--- src/sv/ivs_pkg.sv ---
package ivs_pkg;

    localparam int MODE_W = 3;
    localparam int POS_W  = 9;
    localparam int WORD_W = 64;
    localparam int STAT_W = 2;
    localparam int LEN_W  = 9;

    localparam int S_DATA_W = 80;
    localparam int S_USER_W = MODE_W;
    localparam int M_DATA_W = 80;
    localparam int M_USER_W = STAT_W;

    localparam logic [MODE_W-1:0] MODE_SET    = 3'd0;
    localparam logic [MODE_W-1:0] MODE_GET    = 3'd1;
    localparam logic [MODE_W-1:0] MODE_INSERT = 3'd2;
    localparam logic [MODE_W-1:0] MODE_ERASE  = 3'd3;
    localparam logic [MODE_W-1:0] MODE_PUSH   = 3'd4;
    localparam logic [MODE_W-1:0] MODE_POP    = 3'd5;
    localparam logic [MODE_W-1:0] MODE_CLEAR  = 3'd6;

    localparam logic [STAT_W-1:0] ST_OK    = 2'd0;
    localparam logic [STAT_W-1:0] ST_RANGE = 2'd1;
    localparam logic [STAT_W-1:0] ST_FULL  = 2'd2;

    // write address select
    localparam logic [1:0] WA_POS   = 2'd0;
    localparam logic [1:0] WA_COUNT = 2'd1;
    localparam logic [1:0] WA_STEP  = 2'd2;

    // read address select
    localparam logic [1:0] RA_POS   = 2'd0;
    localparam logic [1:0] RA_START = 2'd1;
    localparam logic [1:0] RA_NEXT  = 2'd2;

    // count update
    localparam logic [1:0] CNT_HOLD = 2'd0;
    localparam logic [1:0] CNT_INC  = 2'd1;
    localparam logic [1:0] CNT_DEC  = 2'd2;
    localparam logic [1:0] CNT_CLR  = 2'd3;

    typedef struct packed {
        logic              load_req;
        logic              wr_en;
        logic [1:0]        wr_addr_sel;
        logic              wr_from_rd;
        logic              rd_en;
        logic [1:0]        rd_addr_sel;
        logic              ptr_load;
        logic              ptr_step;
        logic [1:0]        cnt_op;
        logic              stat_load;
        logic [STAT_W-1:0] stat_val;
        logic              word_clr;
        logic              word_cap;
        logic              out_load;
    } ivs_cmd_t;

    typedef struct packed {
        logic [MODE_W-1:0] mode;
        logic              pos_lt;
        logic              pos_le;
        logic              full;
        logic              empty;
        logic              no_shift;
        logic              shift_done;
        logic              out_free;
    } ivs_stat_t;

endpackage

--- src/sv/ivs_ctrl.sv ---
module ivs_ctrl (
    input  logic                clk,
    input  logic                rst_n,
    input  logic                req_valid,
    output logic                req_ready,
    input  ivs_pkg::ivs_stat_t  stat,
    output ivs_pkg::ivs_cmd_t   cmd
);
    import ivs_pkg::*;

    localparam logic [2:0] S_IDLE   = 3'd0;
    localparam logic [2:0] S_DECODE = 3'd1;
    localparam logic [2:0] S_READ   = 3'd2;
    localparam logic [2:0] S_SHIFT  = 3'd3;
    localparam logic [2:0] S_FINISH = 3'd4;
    localparam logic [2:0] S_RESULT = 3'd5;

    logic [2:0] state_reg;
    logic [2:0] state_next;

    assign req_ready = (state_reg == S_IDLE);

    always_ff @(posedge clk or negedge rst_n)
    begin
        if (!rst_n)
        begin
            state_reg <= S_IDLE;
        end
        else
        begin
            state_reg <= state_next;
        end
    end

    always_comb
    begin
        state_next      = state_reg;
        cmd             = '0;
        cmd.wr_addr_sel = WA_POS;
        cmd.rd_addr_sel = RA_POS;
        cmd.cnt_op      = CNT_HOLD;
        cmd.stat_val    = ST_OK;

        case (state_reg)
            S_IDLE:
            begin
                if (req_valid)
                begin
                    cmd.load_req = 1'b1;
                    state_next   = S_DECODE;
                end
            end

            S_DECODE:
            begin
                cmd.stat_load = 1'b1;
                cmd.word_clr  = 1'b1;
                state_next    = S_RESULT;
                case (stat.mode)
                    MODE_SET:
                    begin
                        if (stat.pos_lt)
                        begin
                            cmd.wr_en = 1'b1;
                        end
                        else
                        begin
                            cmd.stat_val = ST_RANGE;
                        end
                    end
                    MODE_GET:
                    begin
                        if (stat.pos_lt)
                        begin
                            cmd.rd_en  = 1'b1;
                            state_next = S_READ;
                        end
                        else
                        begin
                            cmd.stat_val = ST_RANGE;
                        end
                    end
                    MODE_INSERT:
                    begin
                        if (!stat.pos_le)
                        begin
                            cmd.stat_val = ST_RANGE;
                        end
                        else if (stat.full)
                        begin
                            cmd.stat_val = ST_FULL;
                        end
                        else if (stat.no_shift)
                        begin
                            cmd.wr_en  = 1'b1;
                            cmd.cnt_op = CNT_INC;
                        end
                        else
                        begin
                            cmd.rd_en       = 1'b1;
                            cmd.rd_addr_sel = RA_START;
                            cmd.ptr_load    = 1'b1;
                            state_next      = S_SHIFT;
                        end
                    end
                    MODE_ERASE:
                    begin
                        if (!stat.pos_lt)
                        begin
                            cmd.stat_val = ST_RANGE;
                        end
                        else if (stat.no_shift)
                        begin
                            cmd.cnt_op = CNT_DEC;
                        end
                        else
                        begin
                            cmd.rd_en       = 1'b1;
                            cmd.rd_addr_sel = RA_START;
                            cmd.ptr_load    = 1'b1;
                            state_next      = S_SHIFT;
                        end
                    end
                    MODE_PUSH:
                    begin
                        if (stat.full)
                        begin
                            cmd.stat_val = ST_FULL;
                        end
                        else
                        begin
                            cmd.wr_en       = 1'b1;
                            cmd.wr_addr_sel = WA_COUNT;
                            cmd.cnt_op      = CNT_INC;
                        end
                    end
                    MODE_POP:
                    begin
                        if (stat.empty)
                        begin
                            cmd.stat_val = ST_RANGE;
                        end
                        else
                        begin
                            cmd.cnt_op = CNT_DEC;
                        end
                    end
                    MODE_CLEAR:
                    begin
                        cmd.cnt_op = CNT_CLR;
                    end
                    default:
                    begin
                    end
                endcase
            end

            S_READ:
            begin
                cmd.word_cap = 1'b1;
                state_next   = S_RESULT;
            end

            // one entry moved per cycle; next read overlaps the write
            S_SHIFT:
            begin
                cmd.wr_en       = 1'b1;
                cmd.wr_addr_sel = WA_STEP;
                cmd.wr_from_rd  = 1'b1;
                if (stat.shift_done)
                begin
                    state_next = S_FINISH;
                end
                else
                begin
                    cmd.rd_en       = 1'b1;
                    cmd.rd_addr_sel = RA_NEXT;
                    cmd.ptr_step    = 1'b1;
                end
            end

            S_FINISH:
            begin
                if (stat.mode == MODE_INSERT)
                begin
                    cmd.wr_en  = 1'b1;
                    cmd.cnt_op = CNT_INC;
                end
                else
                begin
                    cmd.cnt_op = CNT_DEC;
                end
                state_next = S_RESULT;
            end

            S_RESULT:
            begin
                if (stat.out_free)
                begin
                    cmd.out_load = 1'b1;
                    state_next   = S_IDLE;
                end
            end

            default:
            begin
                state_next = S_IDLE;
            end
        endcase
    end

endmodule

--- config.mk ---
export PLATFORM = sky130hd
export DESIGN_NAME = ivs_ctrl
export DESIGN_NICKNAME = d
export VERILOG_FILES = /design/src/sv/ivs_pkg.sv /design/src/sv/ivs_ctrl.sv
export SDC_FILE = /design/constraint.sdc
export NUM_CORES = 1
export LEC_CHECK = 0
export BUFFER_PORTS_ARGS = -buffer_cell sky130_fd_sc_hd__buf_2
export CORE_AREA = 4 4 41 43
export CTS_BUF_LIST = sky130_fd_sc_hd__clkbuf_8
export DETAILED_ROUTE_END_ITERATION = 8
export DIE_AREA = 0 0 45 47
export GPL_ROUTABILITY_DRIVEN = 0
export HOLD_SLACK_MARGIN = 0.05
export PLACE_DENSITY = 0.78
export SYNTH_ARGS = -nofsm -noshare
export SYNTH_HDL_FRONTEND = slang
export SYNTH_SLANG_ARGS = --single-unit
--- constraint.sdc ---
create_clock -name clk -period 4.6 [get_ports clk]
set_input_delay 0.92 -clock clk [delete_from_list [all_inputs] [get_ports clk]]
set_output_delay 0.92 -clock clk [all_outputs]
set_load 0.03 [all_outputs]
# == Word-level counts from Yosys, hierarchy flattened ==
# Cells that the tools add are included.
# totals
out_inout_bits,19
latchBits,0
input_bits,13
regBits,3
word_cells,73
mem_bits_rw,0
romBits,0
n_memories,0
# classes
multipliers,0
muxes,53
bitwise,0
div,0
order_cmp,0
n_eq_ne,14
n_addsub,0
n_reduce_logical,5
shifts,0
# ops
op,count
$mux 3,10
$mux 1,20
$mux 4,5
$eq 3x3->1 const B,5
$pmux 3 s5,1
$mux 2,7
$eq 3x2->1 const B,4
$pmux 3 s2,2
$pmux 2 s5,1
$pmux 1 s3,3
$pmux 3 s3,1
$pmux 2 s2,2
$pmux 2 s4,1
$eq 3x1->1 const B,2
$logic_not 3->1,2
$ne 2x2->1 const B,3
$reduce_and 3->1,1
$reduce_or 3->1,1
$reduce_or 2->1,1

# == Logic depth before layout (Yosys ltp) ==
# depth
ltp_word,5
mapped_depth,5
ltp_nobuf,4

# == Worst setup path after synthesis ==
# OpenSTA, ideal clock, no wires.
# synth_path
kind,input port to output port
from,input port stat[7] in the netlist's numbering
to,output port cmd[12] in the netlist's numbering
t_required_ps,3680
slack_ps,1019
n_path_buf,0
arrival_ps,2661
cell_stages,4
path_cell_list,or3b_1 a21oi_2 a21oi_1 o41ai_1
# synth_lines
element,line,text
from (decl),ivs_ctrl.sv:6,"input ivs_pkg::ivs_stat_t stat,"
to (decl),ivs_ctrl.sv:7,output ivs_pkg::ivs_cmd_t cmd

==> summary.md <==
| Metric | Value |
|---|---|
| Status | completed |
| Syn-to-layout area delta | 31.24% |
| Final Critical Period | 3274 ps |
| Final global-route overflow total | 0 |
| Clock Tree Buf Depth | 2 |
| CTS root buffer | clkbuf_8 |
| RSZ-0062 raised after global routing | no |
| CP Capture Point | cmd[12] |
| Final Power | 343.9 µW |
| Final Hold Fails | 0 |
| PD cells | 454.3 mW/mm² |
| First-pass iteration count of the detailed router | 4 |
| Syn avg cell area | 6.409 µm² |
| Reg-to-reg slack, setup | 2970 ps |
| Crit path launch | stat[7] |
| Die H | 47 µm |
| Sum Neg Setup Slack | 0 ps |
| PortBufs | 31 |
| Initial Utilization | 0.4433 |
| Yosys warnings | 0 |
| Largest net degree at the start of global routing | 20 |
| Skew final | 1.351 ps |
| DRC viols | 0 |
| Max-Cap Viols | 0 |
| Fmax | 305.4 MHz |
| CTS tree | done |
| Diode count | 0 |
| Die width | 45 µm |
| Post-DP HPWL | 1.243 mm |
| Share of layout cells above drive strength 1 | 0.3103 |
| DRT Wirelength | 1.687 mm |
| Worst-path clk slew | 30 ps |
| FILL cells | 131 |
| # setup viols final | 0 |
| Post-Syn Area | 576.8 µm² |
| Post-Synthesis Cells | 90 |
| Yosys reg bits | 3 |
| Slew headroom | 0.7522 |
| Post-synthesis sequential area ratio | 0.1302 |
| Top Ports | 32 |
| Critical path endpoint category | output port |
| Hold Buf Count CTS | 0 |
| Max reg flops | 3 |
| Reg area | 75.07 µm² |
| Commonest non-fill, non-tap cells in the layout | buf_2 (31), nor2_1 (14), nand2_1 (7) |
| Reg2reg start | state_reg[0] |
| Min-delay worst type | input pin to async pin |
| Final net count | 130 |
| DR iter-0 viols | 19 |
| DR vias | 739 |
| Worst Path Max Fanout | 15 |
| Peak VDD IR | 0.2781 mV |
| Net count after synthesis | 103 |
| Vias/cell | 5.641 |
| Multi-input gate area | 451.7 µm² |
| Die area | 0.002115 mm² |
| Static Leak | 0.3852 nW |
| H-Tree Depth | 1 |
| Postcts setup bufs | 0 |
| Setup CP Type | input pin to output port |
| CTS Buf Count | 3 |
| Routed len/inst | 12.88 µm |
| Slew Viols, Final | 0 |
| Required time of the critical path | 3680 ps |
| Share of the synthesized area in the top cell type | 0.1302 |
| Capturing point of the worst reg2reg path | state_reg[0] |
| Most common cell after layout, fill and taps aside | buf_2 |
| Count of different cell masters after synthesis | 31 |
| Clock Latency Late Sink | 210 ps |
| Initial antenna violation count | 0 |
| Post-route clock period utilization | 0.7118 |
| Vias in the first global route | 617 |
| Cell Rows | 13 |
| Core area | 0.001301 mm² |
| Post-CTS Resized | 0 |
| Area leader, netlist | dfrtp_1 |
| Synth top area cells | dfrtp_1 (13%), nor2_1 (9.1%), nor4bb_1 (5.2%) |
| DRT antenna net count | 0 |
| GR Util All Layers | 0.1659 |
| Reg2Reg Depth | 4 |
| Clock Sinks | 3 |
| Critical path launch point type | input pin |
| Crit path DAT | 2350 ps |
| First-pass GRT wire length | 2.615 mm |
| Worst slew pin tran | 362.4 ps |
-- worst min-delay path by stage --
stage                     start           end  slack [ps]  cells after the start
final                     rst_n  state_reg[2]         490                      1
after global routing      rst_n  state_reg[1]         490                      1
after CTS                 rst_n  state_reg[2]         490                      1
after detailed placement  rst_n  state_reg[2]         720                      1
after global placement    rst_n  state_reg[2]         720                      1
after floorplan           rst_n  state_reg[0]         620                      0
-- metal layers --
metal / GRT usage / vias up / wire, µm
met3: 0.04981 / 0 / 160
li1: - / 378 / -
met4: 0.03509 / 0 / 0
met1: 0.2136 / 330 / 747
met2: 0.2740 / 31 / 779
met5: 0 / - / 0
-- final cells by class --
cell class,count,area share
Clock inverter,1,0.004959
Tap cell,15,0.02479
Inverter,3,0.01488
Multi-Input combinational cell,75,0.5967
Clock buffer,3,0.05455
Sequential cell,3,0.09917
Timing Repair Buffer,31,0.2050
-- Yosys cell counts --
| cell type | n |
|---|---|
| nor2_1 | 14 |
| clkbuf_1 | 7 |
| nand2_1 | 7 |
| nor3_1 | 5 |
| and2_1 | 4 |
| and3_1 | 4 |
| nand2b_1 | 4 |
| nor2b_1 | 4 |
| o211ai_1 | 4 |
| a21oi_1 | 3 |
| a31oi_1 | 3 |
| dfrtp_1 | 3 |
| nor4bb_1 | 3 |
| o41ai_1 | 3 |
| inv_1 | 2 |
| nor4_1 | 2 |
| o21ai_0 | 2 |
| o21ai_1 | 2 |
| or3b_1 | 2 |
| a2111oi_0 | 1 |
| a211oi_1 | 1 |
| a21oi_2 | 1 |
| and4bb_1 | 1 |
| buf_2 | 1 |
| buf_4 | 1 |
| inv_2 | 1 |
| mux2i_1 | 1 |
| nand3_1 | 1 |
| nor3b_1 | 1 |
| o22a_1 | 1 |
| o31a_1 | 1 |
-- report_power, final --
| part | internal [mW] | switching [mW] | total [mW] |
|---|---|---|---|
| clock | 0.0568 | 0.0168 | 0.0736 |
| combinational | 0.0742 | 0.132 | 0.207 |
| sequential | 0.0358 | 0.0278 | 0.0637 |
-- critical path, cell delays in order --
cell	delay, ps
buf_2	180
or3b_1	400
a21oi_2	200
a21oi_1	110
o41ai_1	290
buf_2	240
-- cell families (layout without fill, tap and decap cells) --
kind of cell / Yosys count / in the layout / share of synthesized area
and+or+nand+nor: 52 / 52 / 0.5011
DFF: 3 / 3 / 0.1301
buffers and inverters: 12 / 38 / 0.08677
AOI/OAI and AO/OA: 22 / 22 / 0.2647
muxes: 1 / 1 / 0.01735
-- per-stage QoR --
stage | hold WS [ps] | util | setup WS [ps] | cell area, µm² | instances
6_report | 492.7 | 0.5817 | 1326 | 757.0 | 131
5_1_grt | 490.1 | 0.5817 | 1168 | 757.0 | 131
4_1_cts | 493.2 | 0.5817 | 1323 | 757.0 | 131
3_5_place_dp | 717.1 | 0.5471 | 1334 | 711.9 | 127
3_3_place_gp | 715.1 | 0.5471 | 1354 | 711.9 | 127
2_1_floorplan | 624.4 | - | 1019 | 576.8 | 90
(Power assumes the default switching activity.)
